===== src/sv/ted_pkg.sv =====
package ted_pkg;

  // Defaults for the top-level parameters
  localparam int unsigned ENTRIES_DEF   = 64;
  localparam int unsigned CODE_BITS_DEF = 16;

  // Fixed field widths
  localparam int unsigned CODE_W  = 16;
  localparam int unsigned TIME_W  = 64;
  localparam int unsigned COUNT_W = 32;
  localparam int unsigned THR_W   = 7;
  localparam int unsigned CFG_IDX_W = 2;

  localparam logic [THR_W-1:0]   THR_RST   = 7'd64;
  localparam logic [COUNT_W-1:0] COUNT_MAX = '1;

  // Configuration register indexes
  typedef enum logic [CFG_IDX_W-1:0] {
    CFG_WINDOW    = 2'd0,
    CFG_MAX_AGE   = 2'd1,
    CFG_THRESHOLD = 2'd2
  } cfg_reg_e;

  // Sequencer states
  typedef enum logic [1:0] {
    ST_CLEAR,
    ST_IDLE,
    ST_SCAN,
    ST_RESOLVE
  } ted_state_e;

  // Age compare direction of the shared unit
  typedef enum logic {
    AGE_ABOVE,   // bound < age
    AGE_BELOW    // age < bound
  } age_mode_e;

endpackage


===== src/sv/ted_age_unit.sv =====
module ted_age_unit
  import ted_pkg::*;
(
  input  logic [TIME_W-1:0] now_i,
  input  logic [TIME_W-1:0] then_i,
  input  logic [TIME_W-1:0] bound_i,
  input  age_mode_e         mode_i,
  output logic              flag_o
);

  logic [TIME_W-1:0] age;
  logic [TIME_W-1:0] lhs;
  logic [TIME_W-1:0] rhs;

  // Age wraps modulo 2^64, then one magnitude compare against the bound
  assign age = now_i - then_i;
  assign lhs = (mode_i == AGE_ABOVE) ? bound_i : age;
  assign rhs = (mode_i == AGE_ABOVE) ? age : bound_i;
  assign flag_o = (lhs < rhs);

endmodule


===== config.mk =====
export PLATFORM = sky130hd
export DESIGN_NAME = ted_age_unit
export DESIGN_NICKNAME = d
export VERILOG_FILES = /design/src/sv/ted_pkg.sv /design/src/sv/ted_age_unit.sv
export SDC_FILE = /design/constraint.sdc
export NUM_CORES = 1
export LEC_CHECK = 0
export ABC_AREA = 1
export BUFFER_PORTS_ARGS = -buffer_cell sky130_fd_sc_hd__buf_2
export CAP_MARGIN = 15
export CORE_MARGIN = 10
export CORE_UTILIZATION = 45
export DETAILED_ROUTE_END_ITERATION = 8
export PLACE_DENSITY = 0.67
export SETUP_SLACK_MARGIN = 0.15
export SYNTH_ARGS = -nofsm -noshare
export SYNTH_HDL_FRONTEND = slang
export SYNTH_SLANG_ARGS = --single-unit

===== constraint.sdc =====
create_clock -name vclk -period 4.4
set_input_delay 0.22 -clock vclk [all_inputs]
set_output_delay 0.22 -clock vclk [all_outputs]
set_load 0.01 [all_outputs]

== Word-level counts from Yosys, hierarchy flattened ==
Cells that the tools add are included.

* Register bits: 0
* Logic and storage cells: 4

* $add $sub $neg: 1
* $lt $le $gt $ge: 1
* Multiplexer cells: 2

{| class="wikitable"
|+ Operator list
! kind !! number
|-
| two-way mux 64 bit || 2
|-
| less-than comparator 64 bit || 1
|-
| subtractor 64 bit || 1
|}

== Longest topological paths before layout ==
* Depth in word-level cells: 3
* Mapped depth: 27
* Gate-level depth less buffers: 27

== Least setup slack after synthesis ==
OpenSTA, ideal clock, no wires.

* Path type: input port to output port
* From: in now_i[0]
* To: out flag_o
* Arrival: 2640 ps
* Data required time: 4180 ps
* Setup slack: 1540 ps
* Cell stages on the path: 21
* Path buffers: 0
* Cells stage by stage: inv_1 ha_1 inv_1 fa_1 nand3_1 nand3_1 nand2_1 nand2_1 nand2_1 nand3_2 nand3_1 nand3_1 nand3_1 nand2_1 ha_1 nand2_1 nor2_1 nand2_1 nor4_1 and3_1 a21oi_1

* Longest elaborated chain between the ends: 3
* Elaborated cells on any way between the ends: 4
* Classes of those cells: add/sub (1); order compare (1); mux (2)

{| class="wikitable"
|+ RTL lines
! item !! RTL line !! source
|-
| start, declared || ted_age_unit.sv:4 || <nowiki>input logic [TIME_W-1:0] now_i,</nowiki>
|-
| subtractor 64 bit (*) || ted_age_unit.sv:16 || <nowiki>assign age = now_i - then_i;</nowiki>
|-
| two-way mux 64 bit (on tied branches) || ted_age_unit.sv:17, ted_age_unit.sv:18 ||
|-
| less-than comparator 64 bit (*) || ted_age_unit.sv:19 || <nowiki>assign flag_o = (lhs < rhs);</nowiki>
|-
| end, declared || ted_age_unit.sv:8 || <nowiki>output logic flag_o</nowiki>
|}

Every way passes the cells marked *; elsewhere a longest branch is shown, timed or not.

== Worst setup path in the final report ==
Same ends and word-level chain as after synthesis.

==> out/metrics.yaml <==
status: "completed"
final_nets: 2409
worstSetupStartpoint: "now_i[0]"
drtAntennaViolNets: 0
design.die.area_sq_um: 26400
leakage_uw: 0.00701
grt_max_degree: 94
start_util_pct: 45.5
drv_slew: 0
syn-num-nets: 2237
seq_area_sq_um: 0
placed_area_sq_um: 10400
drt_pre_antenna_iters: 6
grt_pass1_wl_um: 55200
pre_cts_slack_ns: 0.690
final_area_sq_um: 10400
holdCritStartpoint: "bound_i[63]"
critPathRequiredTime_ns: 4.18
die_y_um: 163
internal_power_uw: 530
fin_ws_ns: 0.625
finalNonFillerCells: 2357
drtIter0Drc: 1159
power.share.switching_pct: 65.2
cp_max_fo: 4
drc: 0
ys_seq_area_share_pct: 0
num_rows: 52
vias: 11700
portBuffers: 194
antenna_cells: 0
cts_hold_buf: 0
nFlopsAndLatches: 0
worstSetupStartpointType: "input pin"
clock.fmax_ghz: 0.265
syn_area_sq_um: 9150
ios: 194
hold_viol_final: 0
post-place-cells: 2357
grt_usage_pct: 25.9
p_sw_uw: 994
dp_hpwl_um: 32200
die-width_um: 163
antenna_found_initial: 0
worst_pin_slew_ns: 0.731
pwr-share-seq_pct: 0
postSynthCellCount: 1917
final_common_cell: "nand2_1"
clkbuf_count: 0
synth_cell_type_count: 37
worst-endpoint-arrival_ns: 3.56
final.period_utilization_pct: 85.8
routed_wl_um: 35700
syn_area_per_cell_sq_um: 4.77
grt_pass1_vias: 10400
powerDensity_nw_per_um2: 147
layout-drive-gt1-share_pct: 13.0
viasPerCell: 4.96
post-route-min-period_ns: 3.78
fillers: 2280
comb_power_share_pct: 100.0
yosysWarnings: 0
core_sq_um: 20100
postCtsSetupRepairBufs: 0
grt_overflow: 0
cts-resized-gates: 0
routedWlPerCell_um: 15.1
setup_violations: 0
final_cell_mix: "nand2_1 (818), inv_1 (406), buf_2 (193), nand3_1 (134), ha_1 (126)"
endpoint_kind: "primary output"
gp_congestion: 0.999
hold_class: "input pin to primary output"
maxCapViolCount: 0
ir_worst_vdd_mv: 0.0551
finalSetupTns_ns: 0
area_growth_pct: 13.6
p_clk_share_pct: 0
worstSetupPathType: "input pin to primary output"
slew_headroom_pct: 51.3
rsz0062_at_grt: "false"
min_path_cells: 10
-- area by class of cell --
type                            instances  area [sq um]  share of cell area [%]
Tap cell                              270           338                    3.25
Multi-Input combinational cell       1465          7450                    71.7
Inverter                              425          1600                    15.4
Timing Repair Buffer                  197          1010                    9.70
-- worst paths after layout --
kind / endpoint
worst max-delay path: flag_o
worst min-delay path: flag_o
-- through the flow --
| step | total power (uW) | hold WS, ns | util, % |
|---|---|---|---|
| floorplan | 1020 | 0.889 | - |
| global placement | 1480 | 1.18 | 51.7 |
| finish | 1520 | 1.18 | 51.7 |
| CTS | 1500 | 1.19 | 51.7 |
| global route | 1730 | 1.27 | 51.7 |
| detailed placement | 1490 | 1.19 | 51.7 |
-- metal layers --
metal | vias to the layer above | GRT usage, % | wire length, um
met3 | 16 | 4.17 | 3680
li1 | 6164 | - | -
met2 | 472 | 35.9 | 13400
met5 | - | 0 | 0
met1 | 5039 | 41.2 | 18300
met4 | 0 | 2.21 | 330
-- logic make-up (layout without fill, tap and decap cells) --
kind of cell / after synthesis / in the layout / synth area share, %
simple gates: 1135 / 1135 / 51.2
buf+inv: 452 / 622 / 18.5
compound gates: 171 / 171 / 9.73
fa+ha+maj: 127 / 127 / 17.5
xor+xnor: 31 / 31 / 2.97
mux: 1 / 1 / 0.109
-- Yosys cell counts --
| cell type | instances | area share, % |
|---|---|---|
| clkbuf_1 | 24 | 0.98 |
| nor3_1 | 12 | 0.66 |
| nor3_2 | 7 | 0.77 |
| o21ai_0 | 71 | 3.9 |
| inv_2 | 17 | 0.70 |
| ha_1 | 126 | 17 |
| o21bai_1 | 4 | 0.33 |
| nor2_2 | 8 | 0.55 |
| nor2_4 | 1 | 0.12 |
| a211oi_1 | 1 | 0.082 |
| nor2_1 | 98 | 4.0 |
| nor4_2 | 1 | 0.14 |
| nand3_1 | 134 | 7.3 |
| or2_2 | 23 | 1.6 |
| inv_1 | 407 | 17 |
| clkinv_1 | 1 | 0.041 |
| xor2_1 | 23 | 2.2 |
| a21oi_1 | 73 | 4.0 |
| nand2_4 | 1 | 0.12 |
| mux2i_1 | 1 | 0.11 |
| nand2_2 | 13 | 0.89 |
| o211ai_1 | 3 | 0.25 |
| a41oi_1 | 1 | 0.096 |
| nor4_1 | 3 | 0.21 |
| xnor2_1 | 8 | 0.77 |
| and2_1 | 2 | 0.14 |
| nand3_2 | 2 | 0.22 |
| o21ai_1 | 12 | 0.66 |
| nand4_1 | 4 | 0.27 |
| o21a_1 | 1 | 0.082 |
| and3_1 | 2 | 0.14 |
| fa_1 | 1 | 0.22 |
| nand3b_1 | 6 | 0.49 |
| a21o_1 | 1 | 0.082 |
| nand2_1 | 818 | 34 |
| a31oi_1 | 4 | 0.27 |
| buf_1 | 3 | 0.12 |
-- power by group through the flow --
stage	logic, uW	clock network (uW)	registers, uW
after floorplan	1020	0	0
after global placement	1480	0	0
after detailed placement	1490	0	0
after CTS	1500	0	0
after global routing	1730	0	0
final	1520	0	0
-- critical path, stage by stage --
cell	delay, ns
buf_2	0.09
inv_1	0.04
ha_1	0.15
inv_1	0.11
fa_1	0.47
nand3_1	0.10
nand3_1	0.13
nand3_1	0.10
nand3b_1	0.15
nand2_1	0.10
nand2_1	0.18
xnor2_1	0.35
o21ai_1	0.11
ha_1	0.31
nand2_1	0.05
nor2_1	0.15
nand2_1	0.10
nor4_1	0.22
nand2_1	0.11
nand2_1	0.10
a21oi_1	0.08
buf_2	0.14
Power figures use the tool's default switching activity.
